## src/rtl/ctd_pkg.sv

```systemverilog
`timescale 1ns / 1ps

package ctd_pkg;

  localparam int unsigned COLOR_W = 16;
  localparam int unsigned INDEX_W = 32;
  localparam int unsigned TEXEL_W = 4;
  localparam int unsigned CHAN_W  = 8;
  localparam int unsigned SEL_W   = 2;

  // Multiplying by 171 and shifting right by nine divides any 8-bit value by three exactly.
  localparam logic [7:0] DIV3_MUL   = 8'd171;
  localparam int unsigned DIV3_SHIFT = 9;

  typedef enum logic [SEL_W-1:0] {
    SEL_A   = 2'd0,
    SEL_B   = 2'd1,
    SEL_MIX = 2'd2,
    SEL_LOW = 2'd3
  } sel_e;

endpackage

```

## src/rtl/ctd_decode.sv

```systemverilog
`timescale 1ns / 1ps

module ctd_decode (
  input  logic [ctd_pkg::COLOR_W-1:0] color_a_i,
  input  logic [ctd_pkg::COLOR_W-1:0] color_b_i,
  input  logic [ctd_pkg::INDEX_W-1:0] index_bits_i,
  input  logic [ctd_pkg::TEXEL_W-1:0] texel_i,
  output logic [ctd_pkg::CHAN_W-1:0]  red_o,
  output logic [ctd_pkg::CHAN_W-1:0]  green_o,
  output logic [ctd_pkg::CHAN_W-1:0]  blue_o
);

  function automatic logic [5:0] mix_ch(logic [5:0] a, logic [5:0] b, logic four,
                                        logic heavy_a);
    logic [7:0]  sum;
    logic [15:0] prod;
    logic [5:0]  res;
    if (four) begin
      if (heavy_a) begin
        sum = {1'b0, a, 1'b0} + {2'b00, b};
      end else begin
        sum = {2'b00, a} + {1'b0, b, 1'b0};
      end
      prod = sum * ctd_pkg::DIV3_MUL;
      res  = prod[ctd_pkg::DIV3_SHIFT +: 6];
    end else begin
      sum = {2'b00, a} + {2'b00, b};
      res = sum[6:1];
    end
    return res;
  endfunction

  logic                      four_color;
  logic [ctd_pkg::SEL_W-1:0] sel_raw;
  ctd_pkg::sel_e             sel;
  logic [4:0]                ra, rb, ba, bb;
  logic [5:0]                ga, gb;
  logic [5:0]                r2, g2, b2, r3, g3, b3;
  logic [4:0]                r_sel, b_sel;
  logic [5:0]                g_sel;

  assign four_color = color_a_i > color_b_i;

  assign ra = color_a_i[15:11];
  assign ga = color_a_i[10:5];
  assign ba = color_a_i[4:0];
  assign rb = color_b_i[15:11];
  assign gb = color_b_i[10:5];
  assign bb = color_b_i[4:0];

  assign r2 = mix_ch({1'b0, ra}, {1'b0, rb}, four_color, 1'b1);
  assign g2 = mix_ch(ga, gb, four_color, 1'b1);
  assign b2 = mix_ch({1'b0, ba}, {1'b0, bb}, four_color, 1'b1);
  assign r3 = four_color ? mix_ch({1'b0, ra}, {1'b0, rb}, 1'b1, 1'b0) : 6'd0;
  assign g3 = four_color ? mix_ch(ga, gb, 1'b1, 1'b0) : 6'd0;
  assign b3 = four_color ? mix_ch({1'b0, ba}, {1'b0, bb}, 1'b1, 1'b0) : 6'd0;

  // Texel 0 sits in the top two bits, so the upper bit of a texel's pair is at 31 - 2 * texel.
  assign sel_raw = index_bits_i[{~texel_i, 1'b1} -: ctd_pkg::SEL_W];
  assign sel     = ctd_pkg::sel_e'(sel_raw);

  always_comb begin
    unique case (sel)
      ctd_pkg::SEL_A: begin
        r_sel = ra;
        g_sel = ga;
        b_sel = ba;
      end
      ctd_pkg::SEL_B: begin
        r_sel = rb;
        g_sel = gb;
        b_sel = bb;
      end
      ctd_pkg::SEL_MIX: begin
        r_sel = r2[4:0];
        g_sel = g2;
        b_sel = b2[4:0];
      end
      default: begin
        r_sel = r3[4:0];
        g_sel = g3;
        b_sel = b3[4:0];
      end
    endcase
  end

  assign red_o   = {r_sel, 3'b000};
  assign green_o = {g_sel[5:1], 3'b000};
  assign blue_o  = {b_sel, 3'b000};

endmodule

```

## src/rtl/compressed_texel_decode.sv

```systemverilog
`timescale 1ns / 1ps

// Decodes one texel of a 4x4 block-compressed color block per item and accepts a new item
// every clock cycle while the output side does not hold it back. Each item is captured in an
// input register, the palette is built and the texel's entry selected in combinational logic,
// and the color, 8 bits per channel, lands in a result register that presents it. While a
// finished result waits, the input stays ready only as long as the input register is empty;
// once both registers hold an item, the input is held until the result is taken.
module compressed_texel_decode (
  input  logic                        clk_i,
  input  logic                        rst_ni,
  input  logic                        in_valid_i,
  output logic                        in_ready_o,
  input  logic [ctd_pkg::COLOR_W-1:0] color_a_i,
  input  logic [ctd_pkg::COLOR_W-1:0] color_b_i,
  input  logic [ctd_pkg::INDEX_W-1:0] index_bits_i,
  input  logic [ctd_pkg::TEXEL_W-1:0] texel_i,
  output logic                        out_valid_o,
  input  logic                        out_ready_i,
  output logic [ctd_pkg::CHAN_W-1:0]  red_o,
  output logic [ctd_pkg::CHAN_W-1:0]  green_o,
  output logic [ctd_pkg::CHAN_W-1:0]  blue_o
);

  logic                        in_valid_q;
  logic [ctd_pkg::COLOR_W-1:0] color_a_q, color_b_q;
  logic [ctd_pkg::INDEX_W-1:0] index_bits_q;
  logic [ctd_pkg::TEXEL_W-1:0] texel_q;
  logic                        out_valid_q;
  logic [ctd_pkg::CHAN_W-1:0]  red_q, green_q, blue_q;
  logic [ctd_pkg::CHAN_W-1:0]  red_d, green_d, blue_d;
  logic                        out_adv;
  logic                        in_take;

  assign out_adv    = !out_valid_q || out_ready_i;
  assign in_ready_o = !in_valid_q || out_adv;
  assign in_take    = in_valid_i && in_ready_o;

  always_ff @(posedge clk_i or negedge rst_ni) begin
    if (!rst_ni) begin
      in_valid_q  <= 1'b0;
      out_valid_q <= 1'b0;
    end else begin
      if (in_ready_o) begin
        in_valid_q <= in_valid_i;
      end
      if (out_adv) begin
        out_valid_q <= in_valid_q;
      end
    end
  end

  always_ff @(posedge clk_i) begin
    if (in_take) begin
      color_a_q    <= color_a_i;
      color_b_q    <= color_b_i;
      index_bits_q <= index_bits_i;
      texel_q      <= texel_i;
    end
    if (out_adv && in_valid_q) begin
      red_q   <= red_d;
      green_q <= green_d;
      blue_q  <= blue_d;
    end
  end

  ctd_decode u_decode (
    .color_a_i    (color_a_q),
    .color_b_i    (color_b_q),
    .index_bits_i (index_bits_q),
    .texel_i      (texel_q),
    .red_o        (red_d),
    .green_o      (green_d),
    .blue_o       (blue_d)
  );

  assign out_valid_o = out_valid_q;
  assign red_o       = red_q;
  assign green_o     = green_q;
  assign blue_o      = blue_q;

endmodule

```

## config.mk

```make
export PLATFORM = sky130hd
export DESIGN_NAME = compressed_texel_decode
export DESIGN_NICKNAME = d
export VERILOG_FILES = /design/src/rtl/ctd_pkg.sv /design/src/rtl/ctd_decode.sv /design/src/rtl/compressed_texel_decode.sv
export SDC_FILE = /design/constraint.sdc
export NUM_CORES = 1
export LEC_CHECK = 0
export BUFFER_PORTS_ARGS = -buffer_cell sky130_fd_sc_hd__buf_2
export CORE_UTILIZATION = 41
export CTS_CLUSTER_DIAMETER = 200
export DETAILED_ROUTE_END_ITERATION = 6
export GPL_ROUTABILITY_DRIVEN = 0
export GPL_TIMING_DRIVEN = 0
export PLACE_DENSITY = 0.6
export SYNTH_ARGS = -nofsm -noshare
export SYNTH_HDL_FRONTEND = slang
export SYNTH_SLANG_ARGS = --single-unit
```

## constraint.sdc

```tcl
create_clock -name clk_i -period 8.7 [get_ports clk_i]
set_clock_uncertainty 0.05 [all_clocks]
set_input_delay 0.87 -clock clk_i [delete_from_list [all_inputs] [get_ports clk_i]]
set_output_delay 0.87 -clock clk_i [all_outputs]
set_load 0.005 [all_outputs]
```

Word-level counts from Yosys, hierarchy flattened
Index checks and enable logic that the tools add are counted.
- logic and storage cells: 48
- register bits: 85
- input port bits: 72
- output and inout port bits: 26
- bits in latches: 0
- memories: 0
- ROM bits: 0
- memory bits (writable): 0
- $mul: 6
- magnitude comparators: 1
- eq/ne operators: 2
- reductions and logical operators: 7
- shift-type cells: 1
- $add $sub $neg: 9
- bitwise operators: 1
- muxes and demuxes: 12
- div/mod/pow operators: 0
- operators by type and width (kind ; number):
    $mul A8 B8 Y14 const B ; 4
    $shiftx A33 B6 Y2 ; 1
    $mul A8 B8 Y15 const B ; 2
    $pmux W5 S3 ; 2
    $mux W8 ; 3
    $mux W5 ; 4
    $pmux W6 S3 ; 1
    $gt A16 B16 Y1 ; 1
    $add A5 B6 Y7 ; 2
    $add A6 B5 Y7 ; 2
    $add A5 B5 Y6 ; 2
    $mux W6 ; 2
    $add A6 B7 Y8 ; 1
    $add A7 B6 Y8 ; 1
    $add A6 B6 Y7 ; 1
    $not A4 Y4 ; 1
    $eq A2 B1 Y1 const B ; 1
    $eq A2 B2 Y1 const B ; 1
    $logic_and A1 B1 Y1 ; 2
    $logic_not A1 Y1 ; 2
    $logic_not A2 Y1 ; 1
    $logic_or A1 B1 Y1 ; 2

Longest topological paths before layout
- word-level depth: 5
- gate-level depth with buffers: 21
- depth with buffers taken out: 21

By module
A second synthesis with hierarchy kept.
- cell total of the unflattened synthesis: 1026
- area total of the unflattened synthesis: 11119.4 µm²
- by module, submodules not included (module ; instances ; area an instance (µm²) ; cells each):
    ctd_decode ; 1 ; 8252.9 ; 926
    compressed_texel_decode ; 1 ; 2866.5 ; 100

Worst setup path before layout
OpenSTA, ideal clock, no wires.
- path kind: flip-flop to flip-flop
- start: register color_a_q[1] (netlist bit)
- end: register blue_q (netlist bit blue_o[6]), data pin
- arrival: 5.186 ns
- cell stages (with the launch flop): 21
- clock period less this slack: 5.503 ns
- buffers on the path: 0
- setup slack: 3.197 ns
- cells stage by stage: edfxtp_1 > ha_1 > fa_1 > a21o_1 > a21oi_1 > xnor2_1 > inv_1 > ha_1 > ha_1 > inv_1 > fa_1 > inv_1 > fa_1 > ha_1 > a2111oi_0 > o21a_1 > nor3_1 > o31a_1 > or3_1 > a31oi_1 > o211ai_1
- longest elaborated chain between the ends: 5
- elaborated cells on any way between the ends: 10
- RTL lines (what ; RTL line ; text):
    from (decl) ; compressed_texel_decode.sv:26 ; logic [ctd_pkg::COLOR_W-1:0] color_a_q, color_b_q;
    from (signal assigned) ; compressed_texel_decode.sv:55 ; color_a_q <= color_a_i;
    $add A6 B5 Y7 ; ctd_decode.sv:20 ; sum = {1'b0, a, 1'b0} + {2'b00, b};
    $mux W8 ; ctd_decode.sv:18 ; if (four) begin
    $mul A8 B8 Y14 ; ctd_decode.sv:24 ; prod = sum * ctd_pkg::DIV3_MUL;
    $mux W5 ; ctd_decode.sv:18 ;
    $pmux W5 S3 (*) ; ctd_decode.sv:63 ; unique case (sel)
    named net blue_d (one bit) ; compressed_texel_decode.sv:31 ; logic [ctd_pkg::CHAN_W-1:0] red_d, green_d, blue_d;
    to (signal assigned) ; compressed_texel_decode.sv:63 ; blue_q <= blue_d;
    to (decl) ; compressed_texel_decode.sv:30 ; logic [ctd_pkg::CHAN_W-1:0] red_q, green_q, blue_q;
Mark *: on every way through the listed nets, which the timed path passes. The rest lies on a longest branch. The select of a mux whose other input is x is not followed.
A chain may end at the register's enable or synchronous reset.

Worst setup path after layout
- start: register color_b_q[0] (netlist bit)
- end: register blue_q (netlist bit blue_o[6]), data pin
- longest elaborated chain between the ends: 5
- elaborated cells on any way between the ends: 10
- RTL lines (what ; RTL line ; text):
    from (decl) ; compressed_texel_decode.sv:26 ;
    from (signal assigned) ; compressed_texel_decode.sv:56 ; color_b_q <= color_b_i;
    $add A6 B5 Y7 ; ctd_decode.sv:20 ;
    $mux W8 ; ctd_decode.sv:18 ;
    $mul A8 B8 Y14 ; ctd_decode.sv:24 ;
    $mux W5 ; ctd_decode.sv:18 ;
    $pmux W5 S3 (*) ; ctd_decode.sv:63 ;
    named net blue_d (one bit) ; compressed_texel_decode.sv:31 ;
Marks and branches as above.

==> run metrics <==
total number of vias 7353; Port-buffer cells 88; arrival time at the worst endpoint 6.08 ns; number of synthesized flops with an enable pin 83; most used flip-flop cell after synthesis sky130_fd_sc_hd__edfxtp_1; data required time at the worst endpoint 8.74 ns; final max-slew violation count 0; clock latency on the worst-skew pair 0.35 ns; global-route wire length before repair 36.5 mm; wire length reported by the detailed router 21.5 mm; adder-cell area share of the yosys netlist 0.439; clock tree from TritonCTS yes; Fmax 166 MHz; Synth cell types 66; Post-Route Setup TNS 0 ns; Critical Path Start Type register; relative area change from synthesis to final layout 11.3%; antenna violations before repair 0; Hold Worst Slack 0.240 ns; total routing usage reported by global routing 0.172; P per Cell Area 288 nW/µm²; proportion of layout cells with a drive suffix above 1 0.124; post-synthesis simple-gate area fraction 0.0662; combined area of the multi-input logic cells 7490 µm²; CTS root buffer sky130_fd_sc_hd__clkbuf_16; detailed-route wire length per cell 14.8 µm; via-per-instance ratio 5.05; Starting Density 0.423; Warnings, synthesis 0; hold-fix buffer count after cts 0; Resized Gates After CTS 0; number of nets in the final layout 1532; RSZ-0062 raised after global routing no; worst r2r src color_b_q[0]; number of placement rows 58; number of global-route vias before repair 7532; share of synthesized area occupied by flip-flops and latches 0.236; path category of the worst min-delay check primary input to asynchronous set/reset pin; NetSw 1.60 mW; 1st-pass router iterations 4; Worst Setup End Kind register; category of the critical setup timing path register to register; main combinational cell family by area after synthesis adder cells; combinational cell fraction of total power 0.729; Fill cells 2394; post-detailed-placement half-perimeter wirelength 18.2 mm; Worst Tran Pin Value 0.847 ns; leakage power total 6.05 nW; post-synthesis instance area 10800 µm²; crit path from color_b_q[0]; H-tree depth 3; Setup-failing EPs final 0; reported max-cap violation count 0; clock buffer count from CTS 9; horizontal die dimension 164 µm; portion of netlist area occupied by mux cells 0.0361; largest net degree at the start of global routing 49; final core utilization 0.471; minimum period implied by the final worst setup slack 6.04 ns; Ant. Diodes 0; standard cell area after detailed placement 11700 µm²; maximum net fanout on the critical path 7; design area 12000 µm²; final worst path period share 0.694; cells taking the most area after synthesis sky130_fd_sc_hd__ha_1, sky130_fd_sc_hd__edfxtp_1, sky130_fd_sc_hd__fa_1; DRC violations left 0; total global routing overflow 0; top cell type's share of synthesized area 0.320; number of nets with antenna violations after routing 0; outcome finished, final reports clean; Tot Pwr 3.45 mW; DIE AREA 27000 µm²; Int Pwr 1.85 mW; height of the die 164 µm; clock slew at reported path FFs 0.07 ns; fraction of power consumed by sequential logic 0.158; number of violations reported at the end of detailed-routing iteration 0 292; worst IR drop on VDD 0.159 mV; xor and xnor fraction of the mapped netlist area 0.0533; power share of the clock group 0.114; mean cell area of the mapped netlist 10.7 µm²; Std-Cell Core Area 25500 µm²; setup fix buffers added after clock tree synthesis 0; Top Ports 98; share of synthesized registers carrying an async set or reset 0.0235; final-report hold violation count 0; cell type with the largest total area after synthesis sky130_fd_sc_hd__ha_1; Post-Syn Instances 1012; Relative slew margins 0.431; Seq cells post-synth 85; Bufs on Longest Clock Path 2; share of the synthesized area in compound gates (AO/OA/AOI/OAI) 0.0966; Sequential cell area 2540 µm²; number of sinks on the clock net 85; switching portion of total power 0.465
state kept, by name, summed over array words and instances (netlist names):
name / count
blue_o: 5
index_bits_q: 32
out_valid_o: 1
red_o: 5
texel_q: 4
in_valid_q: 1
color_a_q: 16
color_b_q: 16
green_o: 5
cells by family (layout without fill, tap and decap cells):
| kind of cell | after synthesis | in the layout |
|---|---|---|
| muxes | 26 | 26 |
| other | 1 | 9 |
| AOI/OAI and AO/OA | 159 | 159 |
| and+or+nand+nor | 143 | 143 |
| adders and majority gates | 340 | 340 |
| buffers and inverters | 194 | 299 |
| xor gates and xnor gates | 64 | 64 |
| DFF | 85 | 85 |
worst max-delay path: stages (launching register included):
cell,delay [ns]
sky130_fd_sc_hd__edfxtp_1,0.56
sky130_fd_sc_hd__ha_1,0.29
sky130_fd_sc_hd__fa_1,0.40
sky130_fd_sc_hd__a21o_1,0.17
sky130_fd_sc_hd__a21oi_1,0.16
sky130_fd_sc_hd__xnor2_1,0.29
sky130_fd_sc_hd__inv_1,0.18
sky130_fd_sc_hd__ha_1,0.33
sky130_fd_sc_hd__ha_1,0.27
sky130_fd_sc_hd__inv_1,0.05
sky130_fd_sc_hd__fa_1,0.50
sky130_fd_sc_hd__inv_1,0.05
sky130_fd_sc_hd__fa_1,0.46
sky130_fd_sc_hd__ha_1,0.31
sky130_fd_sc_hd__a2111oi_0,0.39
sky130_fd_sc_hd__o21a_1,0.21
sky130_fd_sc_hd__nor3_1,0.09
sky130_fd_sc_hd__o31a_1,0.30
sky130_fd_sc_hd__or3_1,0.31
sky130_fd_sc_hd__a31oi_1,0.26
sky130_fd_sc_hd__o211ai_1,0.12
through the flow:
| step | cells | setup slack (ns) |
|---|---|---|
| CTS | 1455 | 2.63 |
| detailed placement | 1439 | 2.64 |
| global route | 1455 | 2.17 |
| floorplan | 1020 | 3.20 |
| finish | 1455 | 2.66 |
| global placement | 1438 | 2.66 |
area by class of cell:
cell class                 count  share of cell area
buffer                        17             0.00970
multi-input combinational    741               0.624
clock buffer                   9              0.0188
sequential                    85               0.212
timing repair buffer          89              0.0390
clock inverter                 7             0.00626
inverter                     177              0.0556
tap                          330              0.0344
per-layer routing:
| metal | global-route usage | wire length [µm] |
|---|---|---|
| met4 | 0.0391 | 284 |
| met2 | 0.296 | 10300 |
| met3 | 0.0207 | 597 |
| met5 | 0 | 0 |
| met1 | 0.230 | 10300 |
worst paths after layout:
path                                to  slack [ns]  depth (start not counted)
max reg2reg                  blue_o[6]        2.66                         20
min                        out_valid_o        0.24                          1
min reg2reg                out_valid_o        0.44                          1
max in group asynchronous   in_valid_q        8.27                          1
max                          blue_o[6]        2.66                         20
min in group clk_i         out_valid_o        0.44                          1
power by group through the flow:
stage	registers [mW]	logic (mW)	clock network, mW
CTS	0.546	2.57	0.404
detailed placement	0.556	2.54	0
global placement	0.558	2.49	0
floorplan	0.540	1.97	0
global route	0.549	2.95	0.418
finish	0.544	2.51	0.393
cells in the mapped netlist (4+ instances only):
cell and number:
sky130_fd_sc_hd__a2111oi_0 4, sky130_fd_sc_hd__a211oi_1 6, sky130_fd_sc_hd__a21o_1 19, sky130_fd_sc_hd__a21oi_1 43, sky130_fd_sc_hd__a31oi_1 7, sky130_fd_sc_hd__and3_1 4, sky130_fd_sc_hd__buf_4 9, sky130_fd_sc_hd__edfxtp_1 83
sky130_fd_sc_hd__fa_1 64, sky130_fd_sc_hd__ha_1 276, sky130_fd_sc_hd__inv_1 175, sky130_fd_sc_hd__mux2i_1 13, sky130_fd_sc_hd__mux4_2 10, sky130_fd_sc_hd__nand2_1 37, sky130_fd_sc_hd__nand2b_1 5, sky130_fd_sc_hd__nand3_1 24
sky130_fd_sc_hd__nand3b_1 5, sky130_fd_sc_hd__nand4_1 10, sky130_fd_sc_hd__nor2_1 29, sky130_fd_sc_hd__nor2b_1 4, sky130_fd_sc_hd__nor3_1 10, sky130_fd_sc_hd__o211ai_1 8, sky130_fd_sc_hd__o21ai_0 26, sky130_fd_sc_hd__o21ai_1 5
sky130_fd_sc_hd__o21bai_1 6, sky130_fd_sc_hd__o221ai_1 8, sky130_fd_sc_hd__or3_1 4, sky130_fd_sc_hd__xnor2_1 44, sky130_fd_sc_hd__xor2_1 19
placed cells by master (no fill, tap or decap), types with 10 or more instances in the layout:
cell type and count:
sky130_fd_sc_hd__xor2_1 19, sky130_fd_sc_hd__edfxtp_1 83, sky130_fd_sc_hd__buf_2 90, sky130_fd_sc_hd__o21ai_0 26
sky130_fd_sc_hd__xnor2_1 44, sky130_fd_sc_hd__nand3_1 24, sky130_fd_sc_hd__nor3_1 10, sky130_fd_sc_hd__mux2i_1 13
sky130_fd_sc_hd__nor2_1 29, sky130_fd_sc_hd__inv_1 175, sky130_fd_sc_hd__fa_1 64, sky130_fd_sc_hd__a21o_1 19
sky130_fd_sc_hd__nand2_1 37, sky130_fd_sc_hd__ha_1 276, sky130_fd_sc_hd__nand4_1 10, sky130_fd_sc_hd__a21oi_1 43
sky130_fd_sc_hd__mux4_2 10
Note: power is estimated with default switching activity, not from simulation.
